File: config.mk
export PLATFORM = sky130hd
export DESIGN_NAME = rational_arithmetic_unit
export DESIGN_NICKNAME = d
export VERILOG_FILES = /design/src/rtl/rau_pkg.sv /design/src/rtl/rational_arithmetic_unit.sv /design/src/rtl/rau_datapath.sv /design/src/rtl/rau_div.sv /design/src/rtl/rau_ctrl.sv
export SDC_FILE = /design/constraint.sdc
export NUM_CORES = 2
export LEC_CHECK = 0
export ABC_AREA = 1
export BUFFER_PORTS_ARGS = -buffer_cell sky130_fd_sc_hd__buf_2
export CELL_PAD_IN_SITES_DETAIL_PLACEMENT = 1
export CELL_PAD_IN_SITES_GLOBAL_PLACEMENT = 1
export CORE_MARGIN = 2
export CORE_UTILIZATION = 52
export CTS_CLUSTER_DIAMETER = 30
export DETAILED_ROUTE_END_ITERATION = 16
export GPL_ROUTABILITY_DRIVEN = 0
export PLACE_DENSITY_LB_ADDON = 0.2
export RECOVER_POWER = 100
export REMOVE_ABC_BUFFERS = 1
export SKIP_CTS_REPAIR_TIMING = 1
export SLEW_MARGIN = 20
export SYNTH_ARGS = -nofsm -noshare
export SYNTH_HDL_FRONTEND = slang
export SYNTH_SLANG_ARGS = --single-unit
File: constraint.sdc
create_clock -name clk -period 14 [get_ports clk]
set_clock_uncertainty 0.05 [all_clocks]
set_input_delay 1.4 -clock clk [delete_from_list [all_inputs] [get_ports clk]]
set_output_delay 1.4 -clock clk [all_outputs]
set_load 0.03 [all_outputs]
File: src/rtl/rau_pkg.sv
package rau_pkg;
  localparam int OperandWidthDef = 16;
  localparam int ResW = 33;
  localparam int GcdCntW = 7;

  typedef enum logic [3:0] {
    OP_ADD = 4'd0, OP_SUB = 4'd1, OP_MUL = 4'd2, OP_DIV = 4'd3, OP_RED = 4'd4,
    OP_EQ = 4'd5, OP_NE = 4'd6, OP_LT = 4'd7, OP_LE = 4'd8, OP_GT = 4'd9,
    OP_GE = 4'd10, OP_ISZ = 4'd11, OP_INC = 4'd12, OP_DEC = 4'd13
  } op_t;

  // Datapath commands, one action per cycle.
  typedef struct packed {
    logic load;      // capture operands
    logic mul;       // multiplier step (index sel)
    logic [1:0] msel;
    logic form;      // build numerator/denominator from products
    logic ginit;     // start gcd
    logic gstep;     // one gcd step
    logic fin;       // normalize and register the result
  } rau_cmd_t;

  typedef struct packed {
    logic need_red;
    logic gdone;
  } rau_sts_t;
endpackage

File: src/rtl/rational_arithmetic_unit.sv
// Sequence: operands are loaded, four products are formed on the shared multiplier
// and the result is registered; subtract or reduce first runs a gcd (fixed window)
// and a bit-serial divide. A start word is taken only when idle; busy is high otherwise.
// Reset: synchronous active-low rst_n clears the controller and the strobe.
// The receiver cannot stall: out_valid marks each result for one cycle only.
module rational_arithmetic_unit import rau_pkg::*; #(
  parameter int OPERAND_WIDTH = OperandWidthDef
) (
  input  logic clk,
  input  logic rst_n,
  input  logic start,
  output logic busy,
  input  logic [3:0] in_operation,
  input  logic signed [OPERAND_WIDTH-1:0] in_a_num,
  input  logic signed [OPERAND_WIDTH-1:0] in_a_den,
  input  logic signed [OPERAND_WIDTH-1:0] in_b_num,
  input  logic signed [OPERAND_WIDTH-1:0] in_b_den,
  output logic out_valid,
  output logic signed [ResW-1:0] out_res_num,
  output logic signed [ResW-1:0] out_res_den,
  output logic out_truth,
  output logic out_zero_den
);
  // The controller sequences the shared multiplier, the gcd and the divide.
  rau_cmd_t cmd;
  rau_sts_t sts;

  rau_ctrl u_ctrl (
    .clk(clk), .rst_n(rst_n), .start(start), .sts(sts), .cmd(cmd),
    .busy(busy), .out_valid(out_valid)
  );

  // The datapath holds operands, products, the gcd and the result register.
  rau_datapath #(.OPERAND_WIDTH(OPERAND_WIDTH)) u_dp (
    .clk(clk), .in_operation(in_operation), .in_a_num(in_a_num),
    .in_a_den(in_a_den), .in_b_num(in_b_num), .in_b_den(in_b_den),
    .cmd(cmd), .sts(sts), .res_num(out_res_num), .res_den(out_res_den),
    .truth(out_truth), .zero_den(out_zero_den)
  );
endmodule

File: src/rtl/rau_datapath.sv
module rau_datapath import rau_pkg::*; #(
  parameter int OPERAND_WIDTH = OperandWidthDef
) (
  input  logic clk,
  input  logic [3:0] in_operation,
  input  logic signed [OPERAND_WIDTH-1:0] in_a_num,
  input  logic signed [OPERAND_WIDTH-1:0] in_a_den,
  input  logic signed [OPERAND_WIDTH-1:0] in_b_num,
  input  logic signed [OPERAND_WIDTH-1:0] in_b_den,
  input  rau_cmd_t cmd,
  output rau_sts_t sts,
  output logic signed [ResW-1:0] res_num,
  output logic signed [ResW-1:0] res_den,
  output logic truth,
  output logic zero_den
);
  localparam int PW = 2 * OPERAND_WIDTH;
  localparam int MW = ResW + 1;

  logic [3:0] op_r;
  logic signed [OPERAND_WIDTH-1:0] an_r, ad_r, bn_r, bd_r;
  logic signed [PW-1:0] p0_r, p1_r, p2_r, p3_r;
  logic signed [ResW-1:0] n_r, d_r;
  logic [MW-1:0] gx_r, gy_r;
  logic [GcdCntW-1:0] sh_r;
  logic signed [OPERAND_WIDTH-1:0] ma, mb;
  logic signed [PW-1:0] prod;
  logic [MW-1:0] gx_nxt, gy_nxt, diff;
  logic signed [ResW-1:0] n_nxt, d_nxt, qn, qd;
  logic [MW-1:0] g;
  logic [ResW-1:0] mn, md;
  logic lt_r, eqp_r, tr;
  logic signed [ResW-1:0] rn_nxt, rd_nxt;
  logic gdone;
  logic need_red;

  // One shared multiplier forms the four products in turn.
  always_comb begin
    case (cmd.msel)
      2'd0: begin ma = an_r; mb = bd_r; end
      2'd1: begin ma = bn_r; mb = ad_r; end
      2'd2: begin ma = ad_r; mb = (op_r == OP_DIV) ? bn_r : bd_r; end
      default: begin ma = an_r; mb = bn_r; end
    endcase
    prod = PW'(ma * mb);
  end

  function automatic logic signed [ResW-1:0] sx(input logic signed [PW-1:0] v);
    logic signed [63:0] t;
    t = 64'(v);
    return t[ResW-1:0];
  endfunction

  function automatic logic signed [ResW-1:0] sxo(input logic signed [OPERAND_WIDTH-1:0] v);
    logic signed [63:0] t;
    t = 64'(v);
    return t[ResW-1:0];
  endfunction

  always_comb begin
    n_nxt = '0;
    d_nxt = '0;
    case (op_r)
      OP_ADD: begin n_nxt = sx(p0_r) + sx(p1_r); d_nxt = sx(p2_r); end
      OP_SUB: begin n_nxt = sx(p0_r) - sx(p1_r); d_nxt = sx(p2_r); end
      OP_MUL: begin n_nxt = sx(p3_r); d_nxt = sx(p2_r); end
      OP_DIV: begin n_nxt = sx(p0_r); d_nxt = sx(p2_r); end
      OP_RED: begin n_nxt = sxo(an_r); d_nxt = sxo(ad_r); end
      OP_INC: begin n_nxt = sxo(an_r) + sxo(ad_r); d_nxt = sxo(ad_r); end
      OP_DEC: begin n_nxt = sxo(an_r) - sxo(ad_r); d_nxt = sxo(ad_r); end
      default: begin n_nxt = '0; d_nxt = '0; end
    endcase
  end

  assign mn = n_r[ResW-1] ? ResW'(-n_r) : n_r;
  assign md = d_r[ResW-1] ? ResW'(-d_r) : d_r;

  // Stein's gcd: one shift, or a subtract and shift, per step.
  always_comb begin
    gx_nxt = gx_r;
    gy_nxt = gy_r;
    diff = (gx_r > gy_r) ? gx_r - gy_r : gy_r - gx_r;
    if (!gx_r[0] && !gy_r[0]) begin
      gx_nxt = gx_r >> 1;
      gy_nxt = gy_r >> 1;
    end else if (!gx_r[0]) begin
      gx_nxt = gx_r >> 1;
    end else if (!gy_r[0]) begin
      gy_nxt = gy_r >> 1;
    end else begin
      gx_nxt = (gx_r < gy_r) ? gx_r : gy_r;
      gy_nxt = diff >> 1;
    end
  end

  always_ff @(posedge clk) begin
    if (cmd.load) begin
      op_r <= in_operation;
      an_r <= in_a_num; ad_r <= in_a_den; bn_r <= in_b_num; bd_r <= in_b_den;
    end
    if (cmd.mul) begin
      case (cmd.msel)
        2'd0: p0_r <= prod;
        2'd1: p1_r <= prod;
        2'd2: p2_r <= prod;
        default: p3_r <= prod;
      endcase
    end
    if (cmd.form) begin
      n_r <= n_nxt;
      d_r <= d_nxt;
      lt_r <= p0_r < p1_r;
      eqp_r <= p0_r == p1_r;
    end
    if (cmd.ginit) begin
      gx_r <= MW'(mn);
      gy_r <= MW'(md);
      sh_r <= '0;
    end else if (cmd.gstep && gx_r != '0 && gy_r != '0) begin
      if (!gx_r[0] && !gy_r[0]) sh_r <= sh_r + 1'b1;
      gx_r <= gx_nxt;
      gy_r <= gy_nxt;
    end
  end

  assign g = ((gx_r == '0) ? gy_r : gx_r) << sh_r;
  // Both magnitudes are divided by the gcd in a separate quotient unit, which, after a
  // fixed wait window for the gcd, produces one quotient bit per cycle while gstep is held.
  logic [ResW-1:0] qn_u, qd_u;
  rau_div #(.W(ResW)) u_div (
    .clk(clk), .start(cmd.ginit), .a(mn), .b(md), .g(g),
    .gdone(gdone), .gst(cmd.gstep),
    .qa(qn_u), .qb(qd_u)
  );
  assign qn = n_r[ResW-1] ? -$signed(qn_u) : $signed(qn_u);
  assign qd = d_r[ResW-1] ? -$signed(qd_u) : $signed(qd_u);

  assign need_red = (op_r == OP_SUB || op_r == OP_RED) && d_r != '0 && n_r != '0;
  assign sts = '{need_red: need_red, gdone: gdone};

  always_comb begin
    rn_nxt = n_r;
    rd_nxt = d_r;
    tr = 1'b0;
    case (op_r)
      OP_SUB, OP_RED: begin
        if (d_r != '0 && n_r == '0) rd_nxt = ResW'(1);
        else if (d_r != '0) begin
          rn_nxt = qn;
          rd_nxt = qd;
          if (qn == qd) begin rn_nxt = ResW'(1); rd_nxt = ResW'(1); end
        end
      end
      OP_ADD, OP_MUL, OP_DIV, OP_INC, OP_DEC: ;
      OP_EQ: tr = (an_r == bn_r) && (ad_r == bd_r);
      OP_NE: tr = !((an_r == bn_r) && (ad_r == bd_r));
      OP_LT: tr = lt_r;
      OP_LE: tr = lt_r || eqp_r;
      OP_GT: tr = !(lt_r || eqp_r);
      OP_GE: tr = !lt_r;
      OP_ISZ: tr = (an_r == '0) || (ad_r == '0);
      default: ;
    endcase
  end

  logic arith;
  assign arith = (op_r <= OP_RED) || op_r == OP_INC || op_r == OP_DEC;

  always_ff @(posedge clk) begin
    if (cmd.fin) begin
      res_num <= arith ? rn_nxt : '0;
      res_den <= arith ? rd_nxt : '0;
      truth <= tr;
      zero_den <= arith && rd_nxt == '0;
    end
  end
endmodule

File: src/rtl/rau_div.sv
module rau_div import rau_pkg::*; #(
  parameter int W = ResW
) (
  input  logic clk,
  input  logic start,
  input  logic gst,
  input  logic [W-1:0] a,
  input  logic [W-1:0] b,
  input  logic [W:0] g,
  output logic gdone,
  output logic [W-1:0] qa,
  output logic [W-1:0] qb
);
  // Restoring division of both terms by the gcd, one quotient bit per cycle while gst
  // is held, started after phase 0 has counted gst steps through a fixed wait for the gcd.
  localparam int CW = $clog2(W + 1) + 1;
  logic [W-1:0] ra_r, rb_r, na_r, nb_r;
  logic [W:0] div_r;
  logic [CW-1:0] cnt_r;
  logic [1:0] ph_r;
  logic [W:0] ta, tb;
  logic [GcdCntW-1:0] wait_r;

  assign ta = {ra_r, na_r[W-1]} ;
  assign tb = {rb_r, nb_r[W-1]};

  always_ff @(posedge clk) begin
    if (start) begin
      ph_r <= 2'd0;
      wait_r <= '0;
      na_r <= a; nb_r <= b;
      ra_r <= '0; rb_r <= '0;
      qa <= '0; qb <= '0;
      cnt_r <= '0;
    end else if (gst) begin
      if (ph_r == 2'd0) begin
        wait_r <= wait_r + 1'b1;
        if (wait_r == GcdCntW'(2 * W + 2)) begin
          ph_r <= 2'd1;
          div_r <= g;
        end
      end else if (ph_r == 2'd1) begin
        na_r <= na_r << 1;
        nb_r <= nb_r << 1;
        if (ta >= div_r) begin ra_r <= W'(ta - div_r); qa <= {qa[W-2:0], 1'b1}; end
        else begin ra_r <= W'(ta); qa <= {qa[W-2:0], 1'b0}; end
        if (tb >= div_r) begin rb_r <= W'(tb - div_r); qb <= {qb[W-2:0], 1'b1}; end
        else begin rb_r <= W'(tb); qb <= {qb[W-2:0], 1'b0}; end
        cnt_r <= cnt_r + 1'b1;
        if (cnt_r == CW'(W - 1)) ph_r <= 2'd2;
      end
    end
  end
  assign gdone = (ph_r == 2'd2);
endmodule

File: src/rtl/rau_ctrl.sv
module rau_ctrl import rau_pkg::*; (
  input  logic clk,
  input  logic rst_n,
  input  logic start,
  input  rau_sts_t sts,
  output rau_cmd_t cmd,
  output logic busy,
  output logic out_valid
);
  typedef enum logic [6:0] {
    S_IDLE = 7'b0000001, S_MUL = 7'b0000010, S_FORM = 7'b0000100,
    S_GINI = 7'b0001000, S_GCD = 7'b0010000, S_FIN = 7'b0100000,
    S_OUT = 7'b1000000
  } st_t;
  st_t st_r, st_nxt;
  logic [1:0] m_r, m_nxt;
  logic v_r;

  always_comb begin
    st_nxt = st_r;
    m_nxt = m_r;
    cmd = '0;
    cmd.msel = m_r;
    case (st_r)
      S_IDLE: if (start) begin cmd.load = 1'b1; st_nxt = S_MUL; m_nxt = '0; end
      S_MUL: begin
        cmd.mul = 1'b1;
        m_nxt = m_r + 1'b1;
        if (m_r == 2'd3) st_nxt = S_FORM;
      end
      S_FORM: begin cmd.form = 1'b1; st_nxt = S_GINI; end
      S_GINI: begin
        if (sts.need_red) begin cmd.ginit = 1'b1; st_nxt = S_GCD; end
        else st_nxt = S_FIN;
      end
      S_GCD: begin cmd.gstep = 1'b1; if (sts.gdone) st_nxt = S_FIN; end
      S_FIN: begin cmd.fin = 1'b1; st_nxt = S_OUT; end
      S_OUT: st_nxt = S_IDLE;
      default: st_nxt = S_IDLE;
    endcase
  end

  always_ff @(posedge clk) begin
    if (!rst_n) begin
      st_r <= S_IDLE;
      m_r <= '0;
      v_r <= 1'b0;
    end else begin
      st_r <= st_nxt;
      m_r <= m_nxt;
      v_r <= cmd.fin;
    end
  end
  assign busy = (st_r != S_IDLE);
  assign out_valid = v_r;
endmodule

# Word level (Yosys, flattened, before mapping)
# Cells that the tools add are included.
[word_totals]
reg_bits = 665
input_bits = 71
out_inout_bits = 70
elab_cells = 223
[classes]
addsub = 16
multipliers = 1
order_cmp = 6
n_eq_ne = 40
n_shift = 1
mux = 62
bitwise = 3
reduce_logical = 58
[op_table]
columns = ["operator", "count"]
rows = [
  ["$mux 33", 27],
  ["$mux 34", 8],
  ["$pmux 33 s7", 1],
  ["$neg 33->33", 4],
  ["$ge 34x34->1", 2],
  ["$reduce_bool 34->1", 2],
  ["$sub 34x34->34", 2],
  ["$logic_not 33->1", 2],
  ["$pmux 33 s2", 1],
  ["$reduce_bool 33->1", 2],
  ["$sub 33x33->33", 2],
  ["$pmux 16 s3", 1],
  ["$pmux 7 s6", 1],
  ["$gt 34x34->1", 1],
  ["$logic_not 34->1", 1],
  ["$lt 34x34->1", 1],
  ["$shl 34x7->34", 1],
  ["$add 32x32->33", 1],
  ["$eq 33x33->1", 1],
  ["$sub 32x32->33", 1],
  ["$eq 16x16->1", 2],
  ["$eq 32x32->1", 1],
  ["$logic_not 16->1", 2],
  ["$lt 32x32->1", 1],
  ["other kinds (46)", 119],
]

# Logic depth before layout (Yosys ltp)
[depth]
word_depth = 9
ltp_mapped = 35
ltp_nobuf = 34

# Hierarchy
# Synthesis repeated with hierarchy kept, for this count alone.
[hier_totals]
cells_unflattened = 7897
area_unflattened_um2 = 58003.1
[by_module_without_submodules]
columns = ["module", "instances", "cells_per_inst", "area_per_inst_um2", "seq_area_each_um2"]
rows = [
  ["rau_datapath", 1, 5667, 42545.8, 12061.6],
  ["rau_div", 1, 2150, 14905.5, 5965.7],
  ["rau_ctrl", 1, 80, 551.8, 200.2],
]

# Worst setup path after synthesis
# No wires, ideal clock.
[synth_timing]
kind = "reg2reg"
start = "reg u_ctrl.st_r[6]"
end = "reg u_ctrl.st_r[5]"
setup_time_ns = 0.092
arrival_ns = 7.991
required_time_ns = 13.858
path_slack_ns = 5.867
stages_incl_launch_ff = 10
period_less_slack_ns = 8.133
path_cell_list = "dfxtp_1 > nor2_1 > inv_1 > nor2_1 > inv_1 > nor4_1 > inv_1 > nand4_1 > inv_1 > nor4_1"
[synth_between]
elab_chain_cells = 3
word_cells_on_any_way = 11
[synth_lines]
columns = ["item", "line", "text"]
rows = [
  ["start: declaration", "rau_ctrl.sv:15", "st_t st_r, st_nxt;"],
  ["start signal: assignment", "rau_ctrl.sv:49", "st_r <= st_nxt;"],
  ["$eq 7x5->1, or another cell as far along", "rau_ctrl.sv:24", "case (st_r)"],
  ["$ne 2x1->1 (no line) / $ne 2x2->1 (equally long branches)", "--", ""],
  ["$reduce_and 3->1 (no line)", "--", ""],
]
# Parallel ways exist; a longest one is shown, timed or not.
# A chain may end at the register's enable or synchronous reset.

# Worst setup path after layout
[layout_timing]
start = "reg u_dp.op_r[3]"
end = "reg u_dp.u_div.qa[23]"
[layout_between]
elab_chain_cells = 6
word_cells_on_any_way = 7
[layout_lines]
columns = ["item", "line", "text"]
rows = [
  ["start: declaration", "rau_datapath.sv:20", "logic [3:0] op_r;"],
  ["start signal: assignment", "rau_datapath.sv:98", "op_r <= in_operation;"],
  ["$eq 4x1->1 / $eq 4x3->1 (equally long branches)", "rau_datapath.sv:138", "assign need_red = (op_r == OP_SUB || op_r == OP_RED) && d_r != '0 && n_r != '0;"],
  ["$logic_or 1x1->1 *", "rau_datapath.sv:138", ""],
  ["$logic_and 1x1->1 * (2 in series)", "rau_datapath.sv:138", ""],
  ["$mux 1 *", "rau_ctrl.sv:33", "if (sts.need_red) begin cmd.ginit = 1'b1; st_nxt = S_GCD; end"],
  ["$mux 1 *", "rau_ctrl.sv:24", ""],
  ["end signal: assignment", "rau_div.sv:45", "if (ta >= div_r) begin ra_r <= W'(ta - div_r); qa <= {qa[W-2:0], 1'b1}; end"],
  ["end signal: assignment", "rau_div.sv:46", "else begin ra_r <= W'(ta); qa <= {qa[W-2:0], 1'b0}; end"],
  ["end: declaration", "rau_div.sv:11", "output logic [W-1:0] qa,"],
]
# Mark *: on every way between the ends. The rest lies on a longest branch, timed or not.

==> impl_metrics.toml <==
[outcome]
outcome = "finished with violations"
violations = "max-capacitance violations, max-slew violations"

[sta]
finalMaxSlewViolations = 958
period_needed_ns = 11.45
worst_pin_slew_ns = 4.64
finalHoldViolations = 0
final.setup.tns_ns = 0
max_slew_margin = -2.09
rsz0062_at_grt = "no"
max_freq_mhz = 87.4
period_share = 0.818
finalSetupViolCount = 0

[synthesis]
yosysTopAreaCell = "edfxtp_1"
yosysSeqAreaShare = 0.324
mappedNetlistArea_sq_um = 56300
synth_enable_flop_cells = 497
yosysUniqueCellTypes = 68
synth.yosys.warnings = 0
synth_fa_ha_area_frac = 0.169
synthSimpleGateAreaFrac = 0.243
synth_seq_cells = 662
synth_top_family_by_area = "simple AND/OR/NAND/NOR gates"
synthXorXnorAreaFrac = 0.0344
synth_top_area_frac = 0.265
synth_ff_type = "edfxtp_1"
synth_compound_area_frac = 0.134
async_flop_share = 0
synth_area_leaders = "edfxtp_1 (26%), nand2_1 (12%), fa_1 (9.6%), ha_1 (7.3%), inv_1 (7.3%)"
synthMuxAreaShare = 0.000889
syn_avg_cell_area_sq_um = 7.55
syn-instance-count = 7463

[setup_path]
r2r_start = "u_dp.op_r[3]"
cp-end-kind = "register"
critPathCapture = "u_dp.u_div.qa[23]"
worstPathArrival_ns = 12.02
rr_worst_depth = 16
crit_type = "register to register"
reg2reg_to = "u_dp.u_div.qa[23]"
startpoint_type = "register"
r2r_setup_slack_ns = 2.55
critPathLaunch = "u_dp.op_r[3]"
path_max_fanout = 84
crit_required_ns = 14.57

[global_routing]
antenna_found_initial = 5
gr-usage-all-layers = 0.422
grt_pass1_wl_mm = 358
grt_overflow = 0
grt_start_max_net_pins = 94
grt_pass1_vias = 59400

[floorplanning]
dieHeight_um = 333
initial_core_util = 0.525
die_w_um = 333
core_sq_um = 107000
fp-row-count = 120
fp.dieArea_sq_um = 111000
io_pins = 141

[detailed_routing]
drtPass1Iterations = 8
drc_errors = 0
vias = 57000
viasPerCell = 6.26
drt-wirelength-per-cell_um = 26.3
antenna_left = 0
drtIter0Drc = 5965
wl_mm = 239

[clock_network]
clock_latency_ns = 0.78
cts_max_path_buffers = 3
cts_root_buf = "clkbuf_16"
clock-sinks = 662
cts_buffers = 153
path_clk_slew_ns = 0.05
cts_tree = "done"
cts_max_level = 4

[place]
io_buffers = 140
dp_hpwl_mm = 176

[worst_hold_path]
holdCritPathClass = "register to register"

[layout]
nets = 8226
num-fill-cells = 13400
area_growth_pct = 12.5
drive_gt1_frac = 0.0637

[run]
cap_viol_max_count = 22
[state kept, by name, indices dropped and copies added (netlist names), 32 cells and up]
| signal | flops |
|---|---|
| u_dp.u_div.qa | 33 |
| u_dp.d_r | 32 |
| u_dp.p3_r | 32 |
| u_dp.gx_r | 33 |
| u_dp.u_div.ra_r | 33 |
| u_dp.n_r | 33 |
| u_dp.res_num | 33 |
| u_dp.u_div.div_r | 34 |
| u_dp.u_div.nb_r | 33 |
| u_dp.p0_r | 32 |
| u_dp.p1_r | 32 |
| u_dp.u_div.na_r | 33 |
| u_dp.gy_r | 33 |
| u_dp.p2_r | 32 |
| u_dp.u_div.qb | 33 |
| u_dp.u_div.rb_r | 33 |
| u_dp.res_den | 33 |
[stage by stage]
step           hold WS (ns)   util  setup slack, ns  std cells  instance area, sq um
6_report              0.420  0.591             2.55       9095                 63400
5_1_grt               0.435  0.591             2.21       9091                 63400
4_1_cts               0.418  0.593             4.54       9091                 63600
3_5_place_dp          0.412  0.543             4.88       8805                 58200
3_3_place_gp          0.395  0.543             5.24       8805                 58200
2_1_floorplan         0.383      -             3.24       7192                 55200
[critical path, cell delays in order, from the launching register on]
cell        delay [ns]
edfxtp_1          0.45
nor2_1            0.18
clkbuf_1          1.22
inv_1             0.42
nor2_1            0.27
clkbuf_1          1.15
nor2_2            0.03
clkbuf_1          0.75
nor2_1            0.40
nand2_1           0.21
nor2_1            0.32
clkinvlp_2        0.97
nand2_1           1.80
clkinv_1          0.21
clkbuf_1          1.69
a22oi_1           0.83
inv_1             0.12
[cells by family after synthesis]
| kind of cell | Yosys count |
|---|---|
| buffers and inverters | 1404 |
| and+or+nand+nor | 3262 |
| muxes | 5 |
| DFF | 662 |
| xor gates and xnor gates | 221 |
| AOI/OAI and AO/OA | 1311 |
| adders and majority gates | 598 |
[how the worst min path moves through the flow]
stage / from / to / slack [ns] / depth (start not counted)
floorplan: u_dp.u_div.rb_r[32] / u_dp.u_div.rb_r[32] / 0.38 / 2
global placement: u_dp.u_div.rb_r[32] / u_dp.u_div.rb_r[32] / 0.40 / 2
detailed placement: u_dp.u_div.rb_r[32] / u_dp.u_div.rb_r[32] / 0.41 / 2
CTS: u_dp.u_div.rb_r[32] / u_dp.u_div.rb_r[32] / 0.42 / 2
global route: u_dp.u_div.rb_r[32] / u_dp.u_div.rb_r[32] / 0.43 / 2
finish: u_dp.u_div.rb_r[32] / u_dp.u_div.rb_r[32] / 0.42 / 2
[cell type report]
type	instances	area, sq um	share of cell area
inverter	1133	4250	0.0671
sequential	662	18200	0.288
antenna	4	10.0	0.000158
multi-input combinational	5397	32700	0.517
tap	1403	1760	0.0277
clock buffer	182	4070	0.0642
clock inverter	104	1280	0.0201
timing repair buffer	210	1040	0.0164
[routing by layer]
| metal | vias up | track usage | share of wire |
|---|---|---|---|
| li1 | 24700 | - | - |
| met1 | 27900 | 0.493 | 0.36 |
| met2 | 3333 | 0.686 | 0.46 |
| met3 | 1065 | 0.0954 | 0.094 |
| met4 | 4 | 0.304 | 0.083 |
| met5 | - | 0 | 0.00011 |
[synthesized netlist by cell type, types with 6 or more instances]
cell,instances
ha_1,328
clkbuf_1,179
nor2_1,663
xnor2_1,91
nand2_1,1839
nand2_2,15
o21ai_1,46
o21ai_0,406
inv_2,22
nor4_1,30
o21bai_1,11
nand3_1,415
o31ai_1,10
a22oi_1,67
edfxtp_1,497
fa_1,270
clkinv_1,18
a31oi_1,37
a21o_1,18
o2111ai_1,26
buf_2,54
o311ai_0,6
xor2_1,130
buf_1,22
buf_4,7
nor2_2,15
nand3b_1,24
a21oi_1,507
inv_1,1093
or2_2,52
nor3_1,71
dfxtp_1,165
o211ai_1,52
o221ai_1,15
a221oi_1,30
o21a_1,22
a21boi_0,24
nand4_1,113
[layout by cell type, fill, tap and decap left out, types with 130 or more instances in the layout]
cell type	netlist	final
nand2_1	1839	1840
inv_1	1093	1093
nor2_1	663	655
a21oi_1	507	507
edfxtp_1	497	497
o21ai_0	406	415
nand3_1	415	415
ha_1	328	328
fa_1	270	270
dfxtp_1	165	165
clkbuf_16	0	155
xor2_1	130	130
Power is not shown: default switching activity piles up to over one toggle a cycle in this logic, so the estimate is an artifact.
